[src/assert_macros.svh]
// Assertion macros for the RTL of the ordered sequence store.
`ifndef ASSERT_MACROS_SVH
`define ASSERT_MACROS_SVH
`ifndef SYNTHESIS
// Checked on every rising clock edge outside reset.
`define OSQ_ASSERT(label, prop, msg) \
  label: assert property (@(posedge clk) disable iff (rst) prop) else $error(msg);
// Checked on every rising clock edge, reset included.
`define OSQ_ASSERT_ALWAYS(label, prop, msg) \
  label: assert property (@(posedge clk) prop) else $error(msg);
`else
`define OSQ_ASSERT(label, prop, msg)
`define OSQ_ASSERT_ALWAYS(label, prop, msg)
`endif
`endif

[src/osq_pkg.sv]
// Types and command codes shared by the ordered sequence store modules.
package osq_pkg;

  // Command codes carried on the op field.
  typedef enum logic [2:0] {
    OP_INSERT_AT     = 3'd0,
    OP_INSERT_SORTED = 3'd1,
    OP_ERASE         = 3'd2,
    OP_REMOVE_ALL    = 3'd3,
    OP_GET           = 3'd4,
    OP_SET           = 3'd5,
    OP_FIND          = 3'd6
  } op_t;

  // Per-cycle control broadcast to every storage cell.
  typedef struct packed {
    logic shift;  // every cell that wr does not hit takes its right neighbor's value
    logic wr;     // the cell at the tail index takes the broadcast value
  } cell_ctl_t;

endpackage

[src/ordered_sequence_store.sv]
// Top level of the ordered sequence store: a chain of item cells run as a rotating queue.
//
// The store holds up to CAPACITY items of ITEM_BITS bits in a row of cells.
// Every command walks the held items once past the head cell: each cycle the
// head item is popped, looked at, and pushed back at the tail (or dropped, or
// replaced), while the other cells shift one place toward the head. An insert
// adds a step in which the new item is pushed at the tail without a pop.
// After the walk the items sit again at cell 0 onward, in list order. A
// command's result is presented once its walk is done; a command that is
// rejected for a bad position or a full store walks no items. The single
// head read sets the pace of the walk. The next command is accepted in the
// cycle after the result is loaded. A new command is accepted once the
// previous walk is finished, even while its result still waits in the output
// register; a finished walk waits for that register to be free. Commands
// whose position is out of range, and inserts into a full store, return ok=0
// and leave the contents alone. Op code 7 returns ok=0 with only occupancy
// set. Items wider than the 32-bit ports are zero-extended on entry and
// truncated on read; index, removed and occupancy report the low five bits
// of counts.
`include "assert_macros.svh"

module ordered_sequence_store #(
  parameter int CAPACITY  = 16,
  parameter int ITEM_BITS = 32
) (
  input  logic        clk,
  input  logic        rst,
  input  logic        cmd_valid,
  output logic        cmd_ready,
  input  logic [2:0]  op,
  input  logic [4:0]  pos,
  input  logic [31:0] item,
  output logic        rsp_valid,
  input  logic        rsp_ready,
  output logic        ok,
  output logic [4:0]  index,
  output logic [31:0] data_out,
  output logic [4:0]  removed,
  output logic [4:0]  occupancy
);

  localparam int CW = $clog2(CAPACITY + 1);
  localparam int PW = (CW > 5) ? CW : 5;

  typedef enum logic {
    ST_IDLE,
    ST_RUN
  } state_t;

  state_t                state;
  osq_pkg::op_t          op_r;
  logic [CW-1:0]         pos_r;
  logic [ITEM_BITS-1:0]  item_r;
  logic [CW-1:0]         count;   // items held in the chain right now
  logic [CW-1:0]         n;       // items to walk in this command
  logic [CW-1:0]         k;       // items walked so far
  logic                  pend;    // an insert still has to place its item
  logic                  ok_r;
  logic [CW-1:0]         idx_r;
  logic [ITEM_BITS-1:0]  data_r;
  logic [CW-1:0]         rem_r;

  logic [ITEM_BITS-1:0]  cell_q [CAPACITY];
  logic [ITEM_BITS-1:0]  head;
  osq_pkg::cell_ctl_t    ctl;
  logic [CW-1:0]         tail;
  logic [ITEM_BITS-1:0]  push_val;

  osq_pkg::op_t          cmd_op;
  logic [PW-1:0]         pos_w;
  logic [PW-1:0]         fill_w;
  logic                  act;
  logic                  run;
  logic                  at_pos;
  logic                  walk_done;
  logic                  push_only;
  logic                  pop;
  logic                  hit_eq;
  logic                  drop;
  logic                  finish;
  logic                  rsp_free;
  logic                  cmd_fire;

  assign head = cell_q[0];

  // ---------------------------------------------------------------------
  // Chain of cells. Each cell looks only at its right neighbor.
  // ---------------------------------------------------------------------
  for (genvar i = 0; i < CAPACITY; i++) begin : g_cell
    logic [ITEM_BITS-1:0] right;
    if (i == CAPACITY - 1) begin : g_last
      assign right = cell_q[i];
    end else begin : g_mid
      assign right = cell_q[i+1];
    end
    osq_cell #(
      .IDX       (i),
      .CW        (CW),
      .ITEM_BITS (ITEM_BITS)
    ) u_cell (
      .clk   (clk),
      .ctl   (ctl),
      .tail  (tail),
      .din   (push_val),
      .right (right),
      .q     (cell_q[i])
    );
  end

  // ---------------------------------------------------------------------
  // Command check at acceptance.
  // ---------------------------------------------------------------------
  assign cmd_ready = (state == ST_IDLE);
  assign cmd_fire  = cmd_valid && cmd_ready;
  assign cmd_op    = osq_pkg::op_t'(op);
  assign pos_w     = PW'(pos);
  assign fill_w    = PW'(count);

  always_comb begin
    case (cmd_op)
      osq_pkg::OP_INSERT_AT:     act = (pos_w <= fill_w) && (count < CW'(CAPACITY));
      osq_pkg::OP_INSERT_SORTED: act = (count < CW'(CAPACITY));
      osq_pkg::OP_ERASE,
      osq_pkg::OP_GET,
      osq_pkg::OP_SET:           act = (pos_w < fill_w);
      osq_pkg::OP_REMOVE_ALL,
      osq_pkg::OP_FIND:          act = 1'b1;
      default:                   act = 1'b0;
    endcase
  end

  // ---------------------------------------------------------------------
  // One walk step per cycle while running.
  // ---------------------------------------------------------------------
  assign run       = (state == ST_RUN);
  assign at_pos    = (k == pos_r);
  assign walk_done = (k == n);
  assign hit_eq    = (head == item_r);

  // The new item goes in ahead of the head item, or at the end of the walk.
  assign push_only = pend &&
                     (((op_r == osq_pkg::OP_INSERT_AT) && at_pos) ||
                      ((op_r == osq_pkg::OP_INSERT_SORTED) &&
                       (walk_done || (item_r <= head))));
  assign pop       = !push_only && !walk_done;
  assign drop      = ((op_r == osq_pkg::OP_ERASE) && at_pos) ||
                     ((op_r == osq_pkg::OP_REMOVE_ALL) && hit_eq);
  assign finish    = run && !pend && walk_done;
  assign rsp_free  = !rsp_valid || rsp_ready;

  always_comb begin
    ctl.shift = run && pop;
    ctl.wr    = run && (push_only || (pop && !drop));
    // A pop moves the tail down one place before the push lands.
    tail      = push_only ? count : count - CW'(1);
    if (push_only || ((op_r == osq_pkg::OP_SET) && at_pos)) begin
      push_val = item_r;
    end else begin
      push_val = head;
    end
  end

  // ---------------------------------------------------------------------
  // Sequencer and result register.
  // ---------------------------------------------------------------------
  always_ff @(posedge clk) begin
    if (rst) begin
      state     <= ST_IDLE;
      rsp_valid <= 1'b0;
      count     <= '0;
    end else begin
      case (state)
        ST_IDLE: begin
          if (cmd_fire) begin
            state  <= ST_RUN;
            op_r   <= cmd_op;
            pos_r  <= CW'(pos);
            item_r <= ITEM_BITS'(item);
            n      <= count;
            k      <= act ? '0 : count;
            pend   <= act && ((cmd_op == osq_pkg::OP_INSERT_AT) ||
                              (cmd_op == osq_pkg::OP_INSERT_SORTED));
            ok_r   <= act && (cmd_op != osq_pkg::OP_FIND);
            idx_r  <= '0;
            data_r <= '0;
            rem_r  <= '0;
          end
        end
        ST_RUN: begin
          if (push_only) begin
            pend  <= 1'b0;
            count <= count + CW'(1);
            if (op_r == osq_pkg::OP_INSERT_SORTED) begin
              idx_r <= k;
            end
          end else if (pop) begin
            k <= k + CW'(1);
            if (drop) begin
              count <= count - CW'(1);
            end
            if ((op_r == osq_pkg::OP_REMOVE_ALL) && hit_eq) begin
              rem_r <= rem_r + CW'(1);
            end
            if ((op_r == osq_pkg::OP_GET) && at_pos) begin
              data_r <= head;
            end
            if ((op_r == osq_pkg::OP_FIND) && !ok_r && hit_eq) begin
              ok_r  <= 1'b1;
              idx_r <= k;
            end
          end
        end
        default: begin
          state <= ST_IDLE;
        end
      endcase

      if (finish && rsp_free) begin
        state     <= ST_IDLE;
        rsp_valid <= 1'b1;
        ok        <= ok_r;
        index     <= 5'(idx_r);
        data_out  <= 32'(data_r);
        removed   <= 5'(rem_r);
        occupancy <= 5'(count);
      end else if (rsp_ready) begin
        rsp_valid <= 1'b0;
      end
    end
  end

  // ---------------------------------------------------------------------
  // Assertions.
  // ---------------------------------------------------------------------
  `OSQ_ASSERT(a_count_bound, count <= CW'(CAPACITY), "occupancy exceeds capacity")
  `OSQ_ASSERT(a_walk_bound, (state == ST_RUN) |-> (k <= n), "walk ran past its item count")
  `OSQ_ASSERT(a_push_room, (state == ST_RUN) && pend |-> (count < CW'(CAPACITY)), "insert into full chain")
  `OSQ_ASSERT(a_insert_grows, $rose(rsp_valid) && ok && ((op_r == osq_pkg::OP_INSERT_AT) || (op_r == osq_pkg::OP_INSERT_SORTED)) |-> (count == n + CW'(1)), "insert did not add one item")
  `OSQ_ASSERT_ALWAYS(a_reset_idle, rst |=> (state == ST_IDLE) && !rsp_valid, "reset left work pending")

endmodule

[src/osq_cell.sv]
// One storage cell of the chain: holds one item and hands it to its left neighbor.
module osq_cell #(
  parameter int IDX       = 0,
  parameter int CW        = 5,
  parameter int ITEM_BITS = 32
) (
  input  logic                  clk,
  input  osq_pkg::cell_ctl_t    ctl,
  input  logic [CW-1:0]         tail,
  input  logic [ITEM_BITS-1:0]  din,
  input  logic [ITEM_BITS-1:0]  right,
  output logic [ITEM_BITS-1:0]  q
);

  logic hit;

  assign hit = ctl.wr && (tail == CW'(IDX));

  always_ff @(posedge clk) begin
    if (hit) begin
      q <= din;
    end else if (ctl.shift) begin
      q <= right;
    end
  end

endmodule
[config.mk]
export PLATFORM = sky130hd
export DESIGN_NAME = ordered_sequence_store
export DESIGN_NICKNAME = d
export VERILOG_FILES = /design/src/osq_pkg.sv /design/src/ordered_sequence_store.sv /design/src/osq_cell.sv
export VERILOG_INCLUDE_DIRS = /design/src /design/src/src
export SDC_FILE = /design/constraint.sdc
export NUM_CORES = 1
export LEC_CHECK = 0
export BUFFER_PORTS_ARGS = -buffer_cell sky130_fd_sc_hd__buf_2
export CAP_MARGIN = 20
export CORE_UTILIZATION = 50
export DETAILED_ROUTE_END_ITERATION = 8
export GPL_TIMING_DRIVEN = 0
export PLACE_DENSITY_LB_ADDON = 0.25
export RECOVER_POWER = 100
export SYNTH_ARGS = -nofsm -noshare
export SYNTH_HDL_FRONTEND = slang
export SYNTH_SLANG_ARGS = --single-unit
[constraint.sdc]
create_clock -name clk -period 9.5 [get_ports clk]
set_clock_uncertainty 0.2 [all_clocks]
set_input_delay 2.85 -clock clk [delete_from_list [all_inputs] [get_ports clk]]
set_output_delay 2.85 -clock clk [all_outputs]
set_load 0.02 [all_outputs]
* Yosys cells after proc, flatten, opt, wreduce, memory -nomap -nowiden
Index checks and enable logic that the tools add are counted.
** Operators by class
- Equal/unequal tests :: 41
- Divide/modulo/power cells :: 0
- Magnitude comparators :: 4
- Add/subtract/negate cells :: 4
- Mux-type cells :: 68
- Shift-type cells :: 0
- Reductions and logical operators :: 82
- Multiply operators :: 0
- Bitwise logic cells :: 2
** Operators with widths (count)
- 2-to-1 mux 32 bit :: 35
- 2-to-1 mux 5 bit :: 16
- one-hot mux 32 bit (2 select lines) :: 1
- == test 5 x 4 -> 1 bit, second input constant :: 8
- logical AND 1 bit :: 36
- nonzero test 2 bit :: 18
- == test 32 bit :: 1
- less-or-equal comparator 32 bit :: 1
- one-hot mux 5 bit (2 select lines) :: 3
- == test 5 x 3 -> 1 bit, second input constant :: 4
- AND reduction 5 bit :: 4
- == test 3 bit, second input constant :: 6
- adder 5 x 1 -> 5 bit, second input constant :: 3
- == test 3 x 2 -> 1 bit, second input constant :: 4
- != test 2 x 1 -> 1 bit, second input constant :: 6
- == test 5 x 2 -> 1 bit, second input constant :: 2
- == test 5 bit :: 2
- 2-to-1 mux 1 bit :: 10
- AND reduction 3 bit :: 3
- logical OR 1 bit :: 7
- == test 3 x 1 -> 1 bit, second input constant :: 2
- zero test 1 bit :: 6
- zero test 3 bit :: 2
- != test 3 x 1 -> 1 bit, second input constant :: 2
- 16 further kinds :: 19
** Word-level totals
- Output and inout port bits :: 50
- Memory bits (read-only) :: 0
- Register bits after elaboration :: 661
- Memories :: 0
- Bits in latches :: 0
- Bits of input ports :: 44
- Memory bits (writable) :: 0
- Logic and storage cells :: 235

* Longest topological paths before layout
- Word-level depth :: 12
- Gate-level depth with buffers :: 16
- Gate-level depth less buffers :: 13

* Hierarchy
A second synthesis with hierarchy kept.
** Unflattened totals
- Cell total of the unflattened synthesis :: 1611
- Area, all modules :: 30489.2 um^2
** By module, submodules not included
- ordered_sequence_store :: instances 1, cells each 490, area each 6886.6 um^2, seq. area each 4404.2 um^2
- osq_cell (g_cell[1].u_cell ...) :: instances 4, cells each 70, area each 1514.0 um^2, seq. area each 960.9 um^2
- osq_cell (g_cell[10].u_cell ...) :: instances 4, cells each 70, area each 1502.7 um^2, seq. area each 960.9 um^2
- osq_cell (g_cell[11].u_cell ...) :: instances 4, cells each 70, area each 1403.8 um^2, seq. area each 960.9 um^2
- osq_cell (g_cell[3].u_cell) :: instances 1, cells each 71, area each 1522.7 um^2, seq. area each 960.9 um^2
- osq_cell (g_cell[12].u_cell) :: instances 1, cells each 70, area each 1511.4 um^2, seq. area each 960.9 um^2
- osq_cell (g_cell[0].u_cell) :: instances 1, cells each 70, area each 1493.9 um^2, seq. area each 960.9 um^2
- osq_cell (g_cell[15].u_cell) :: instances 1, cells each 70, area each 1392.6 um^2, seq. area each 960.9 um^2

* Least setup slack after synthesis
No wires, ideal clock.
- Kind :: in2reg
- Start :: input rst
- End :: register item_r[0], enable pin
- Stages :: 2
- Slack :: 3.907 ns
- Buffers on the path :: 1
- Data required time :: 8.853 ns
- Data arrival time :: 4.946 ns
- Setup time :: 0.447 ns
- Cell sequence :: clkbuf_1 > nor2_1
** Between the ends
- Cells in the longest elaborated chain, start to end :: 2
** Ends and longest elaborated chain
- from (decl) :: RTL line ordered_sequence_store.sv:27 : input logic rst,
- inverter 1 bit (no line)
- AND reduction 3 bit (no line)
- to (signal assigned) :: RTL line ordered_sequence_store.sv:178 : item_r <= ITEM_BITS'(item);
- to (decl) :: RTL line ordered_sequence_store.sv:53 : logic [ITEM_BITS-1:0] item_r;
Every way passes these cells.
A chain may end at the register's enable or synchronous reset.

* Final worst setup path
- Start :: register item_r[7]
- End :: register g_cell[0].u_cell.q[3], enable pin
** Between the ends
- Cells in the longest elaborated chain, start to end :: 12
- Elaborated cells between the ends (all ways) :: 19
- Those cells by class :: order compare (1); eq/ne (1); mux (1); reduce/logical (16)
** Ends and longest elaborated chain
- less-or-equal comparator 32 bit :: RTL line ordered_sequence_store.sv:144 : (walk_done || (item_r <= head))));
- logical OR 1 bit :: RTL line ordered_sequence_store.sv:144
- logical AND 1 bit :: RTL line ordered_sequence_store.sv:143 : ((op_r == osq_pkg::OP_INSERT_SORTED) &&
- logical OR 1 bit :: RTL line ordered_sequence_store.sv:142 : (((op_r == osq_pkg::OP_INSERT_AT) && at_pos) ||
- logical AND 1 bit :: RTL line ordered_sequence_store.sv:141 : assign push_only = pend &&
- zero test 1 bit :: RTL line ordered_sequence_store.sv:145 : assign pop = !push_only && !walk_done;
- logical AND 1 bit :: RTL line ordered_sequence_store.sv:145
- logical AND 1 bit :: RTL line ordered_sequence_store.sv:153 : ctl.wr = run && (push_only || (pop && !drop));
- logical OR 1 bit :: RTL line ordered_sequence_store.sv:153
- logical AND 1 bit :: RTL line ordered_sequence_store.sv:153
- logical AND 1 bit :: RTL line osq_cell.sv:17 : assign hit = ctl.wr && (tail == CW'(IDX));
- nonzero test 2 bit (no line) *
- to (signal assigned) :: RTL line osq_cell.sv:21 : q <= din;
- to (signal assigned) :: RTL line osq_cell.sv:23 : q <= right;
- to (decl) :: RTL line osq_cell.sv:12 : output logic [ITEM_BITS-1:0] q
Every way passes the cells marked *; elsewhere a longest branch is shown, timed or not.

==> impl_metrics.py <==
metrics = {
    "worst_setup_path": {
        "path_delay_family": "simple AND/OR/NAND/NOR gates",
        "r2r_setup_slack_ns": 2.33,
        "crit_type": "register to register",
        "worstPathMaxFanout": 32,
        "end_kind": "register",
        "crit_path_cell_trace": "ha_1, nand4_1, nor4_1, nand2_1, a21oi_1, or2_0, clkbuf_1, nor2_1, ha_1, clkbuf_1, and3_1, a21boi_0, clkbuf_1, nand2b_1",
        "critPathMaxStageDelay_ns": 1.17,
        "critPathSlowestCell": "nand2b_1",
        "cp_data_required_time_ns": 9.49,
        "r2r-end": "g_cell[0].u_cell.q[3]",
        "rr_startpoint": "item_r[7]",
        "cp.arrival_ns": 7.17,
        "cpMostUsedCell": "clkbuf_1",
        "startpoint_type": "register",
        "ff2ff_path_depth": 14,
        "crit_buf_inv": 3,
    },
    "clocking": {
        "numClockSinks": 661,
        "path_clk_slew_ns": 0.06,
        "cts_hold_buf": 0,
        "cts_buffers": 70,
        "postCtsSetupBuffers": 0,
        "htreeDepth": 3,
        "cts_root_buf": "clkbuf_16",
        "cts_tree": "built",
        "clk_latency_ns": 0.60,
        "post_cts_resized": 0,
        "cts_buffer_depth": 3,
    },
    "cells_and_area": {
        "final_layout_size_suffix_gt1_frac": 0.261,
        "fin_cells": 2636,
        "area_growth_syn_to_layout_pct": 10.8,
        "nets": 1914,
        "diodes": 0,
    },
    "power": {
        "max-vdd-ir-drop_v": 0.000126,
        "p_leak_nw": 10.9,
        "powerDensity_nw_per_um2": 199,
        "power_w": 0.00636,
    },
    "global_routing": {
        "grt_start_max_net_pins": 38,
        "grt_usage": 0.161,
        "antenna_found_initial": 0,
        "grt_pass1_wl_mm": 75.8,
        "overflow": 0,
        "grt_pass1_vias": 14271,
    },
    "route": {
        "post-route-drc-count": 0,
        "detail-route-antenna-nets": 0,
        "drt-total-wl_mm": 46.6,
        "vias": 13935,
        "drtIter0Drc": 784,
        "drt-pass1-iter-count": 6,
        "avgRoutedWirePerCell_um": 17.7,
        "vias_per_cell": 5.29,
    },
    "timing": {
        "worst_slew_pin_slew_ns": 1.84,
        "fmax_mhz": 139,
        "rsz0062_at_grt": "false",
        "min_period_ns": 7.17,
        "hold_slack_ns": 0.215,
        "relSlewSlack": -0.226,
        "post-route-period-util": 0.755,
        "setup_viol": 0,
        "hold_viol_final": 0,
        "finalMaxSlewViolations": 150,
        "tns_ns": 0,
        "fin_ws_ns": 2.33,
    },
    "run_status": {
        "outcome": "finished, violations left",
        "violations": "capacitance limit, slew limit",
    },
    "synthesis": {
        "synthArstFlopShare": 0,
        "synth_flop_cell": "edfxtp_1",
        "synth-edff-count": 654,
        "synth_area_leaders": "edfxtp_1, mux2_2, mux2_1",
        "syn-cell-area_um2": 28900,
        "synth_top_area_frac": 0.680,
        "yosysTopAreaCell": "edfxtp_1",
        "synth_most_common_cell": "edfxtp_1",
        "syn_inst": 1647,
        "ys_types": 69,
        "yosys_register_bits": 661,
        "yosysSeqAreaShare": 0.685,
        "syn-mean-instance-area_um2": 17.5,
        "syn_nets": 1734,
        "synth_common_cells": "edfxtp_1, mux2_2, mux2_1",
        "ys_warn_count": 0,
    },
    "floorplanning": {
        "die_w_um": 242,
        "io_pins": 94,
        "dieArea_um2": 58700,
        "row_count": 87,
        "initial_core_util": 0.509,
        "die_h_um": 242,
        "core_area_um2": 56700,
    },
    "placed_design": {
        "pre_cts_ws_ns": 3.70,
        "port_buffers": 92,
        "place_inst": 2511,
        "place_congestion": 0.904,
        "dp_hpwl_mm": 33.5,
    },
    "worst_hold_path": {
        "min_path_cells": 0,
        "whs_endpoint": "data_out[11]",
        "hp-class": "register to register",
        "min_from": "data_r[11]",
    },
    "job": {
        "cap_violations": 5,
    },
}
-- cells by family (layout without fill, tap and decap cells) --
family,count (synthesis),after routing,synth area share
adder cells (fa/ha/maj),43,43,0.0186
buffers and inverters,148,381,0.0275
AO/OA/AOI/OAI,76,76,0.0207
multiplexers,516,516,0.209
flip-flops,661,661,0.685
AND/OR/NAND/NOR,185,185,0.0337
XOR/XNOR,18,18,0.00546
-- how the worst max path moves through the flow --
stage,startpoint,end,slack (ns),cells past startpoint
after floorplan,rst,item_r[0],3.91,2
after global placement,rst,item_r[6],2.77,2
after detailed placement,item_r[10],g_cell[4].u_cell.q[4],3.70,15
after CTS,item_r[7],g_cell[4].u_cell.q[4],3.67,15
after global routing,item_r[14],g_cell[14].u_cell.q[7],1.73,15
final,item_r[7],g_cell[0].u_cell.q[3],2.33,14
-- registers in the layout (all words and copies together), names as in the netlist, 3 cells and up --
signal / cells
n: 5
pos_r: 5
count: 5
idx_r: 5
occupancy: 5
rem_r: 5
index: 5
op_r: 3
g_cell.u_cell.q: 512
item_r: 32
data_r: 32
data_out: 32
k: 5
removed: 5
-- per-layer routing --
metal	up-vias	part of all wire	GRT usage
met2	294	0.51	0.280
met5	-	0	0
met4	0	0.021	0.0558
li1	6721	-	-
met3	80	0.044	0.0299
met1	6840	0.43	0.200
-- power by group --
part | total (W) | switching (W) | internal (W)
sequential | 0.00345 | 0.0000412 | 0.00341
clock | 0.00256 | 0.00108 | 0.00148
combinational | 0.000344 | 0.000215 | 0.000129
-- through the flow --
| step | area (um^2) | utilization |
|---|---|---|
| 4_1_cts | 32800 | 0.578 |
| 3_5_place_dp | 30600 | 0.540 |
| 6_report | 32000 | 0.564 |
| 2_1_floorplan | 28900 | - |
| 3_3_place_gp | 30300 | 0.534 |
| 5_1_grt | 32000 | 0.564 |
-- final cells by class --
| type | instances | area [um^2] |
|---|---|---|
| plain buffers | 102 | 429 |
| clock buffers | 84 | 1830 |
| clock inverters | 41 | 337 |
| fillers | 4369 | 24700 |
| inverters | 46 | 173 |
| multi-input cells | 838 | 8040 |
| flip-flops and latches | 661 | 19800 |
| well taps | 756 | 946 |
| repair buffers | 108 | 488 |
-- worst reg2reg max path: stages (launching register included) --
cell      delay [ns]
edfxtp_1        0.40
ha_1            0.34
nand4_1         0.17
nor4_1          0.88
nand2_1         0.12
a21oi_1         0.28
or2_0           0.14
clkbuf_1        0.42
nor2_1          0.27
ha_1            0.35
clkbuf_1        0.36
and3_1          0.34
a21boi_0        0.81
clkbuf_1        0.51
nand2b_1        1.18
-- layout by cell type, fill, tap and decap left out, types with 3 or more instances in the layout --
| master | instances |
|---|---|
| o21ai_0 | 10 |
| clkinvlp_4 | 5 |
| xnor2_1 | 13 |
| nor4_1 | 5 |
| nor2_1 | 52 |
| clkbuf_16 | 71 |
| and3_1 | 7 |
| dfxtp_1 | 7 |
| clkinv_2 | 7 |
| a21boi_0 | 5 |
| clkinv_1 | 19 |
| ha_1 | 43 |
| edfxtp_1 | 654 |
| buf_2 | 61 |
| or3_1 | 4 |
| nand2_1 | 28 |
| mux2_1 | 197 |
| nand3_1 | 23 |
| and2_0 | 4 |
| a21oi_1 | 27 |
| xor2_1 | 5 |
| buf_8 | 4 |
| a21o_1 | 6 |
| a211oi_1 | 4 |
| mux2_2 | 309 |
| clkinv_4 | 3 |
| nand2b_1 | 13 |
| o21a_1 | 3 |
| nor3_1 | 6 |
| inv_1 | 45 |
| o31ai_1 | 3 |
| or4_1 | 3 |
| clkbuf_1 | 156 |
| mux2_4 | 8 |
| and2_1 | 7 |
| bufinv_16 | 4 |
| nand4_1 | 10 |
| nor2b_1 | 4 |
(Power assumes the default switching activity.)
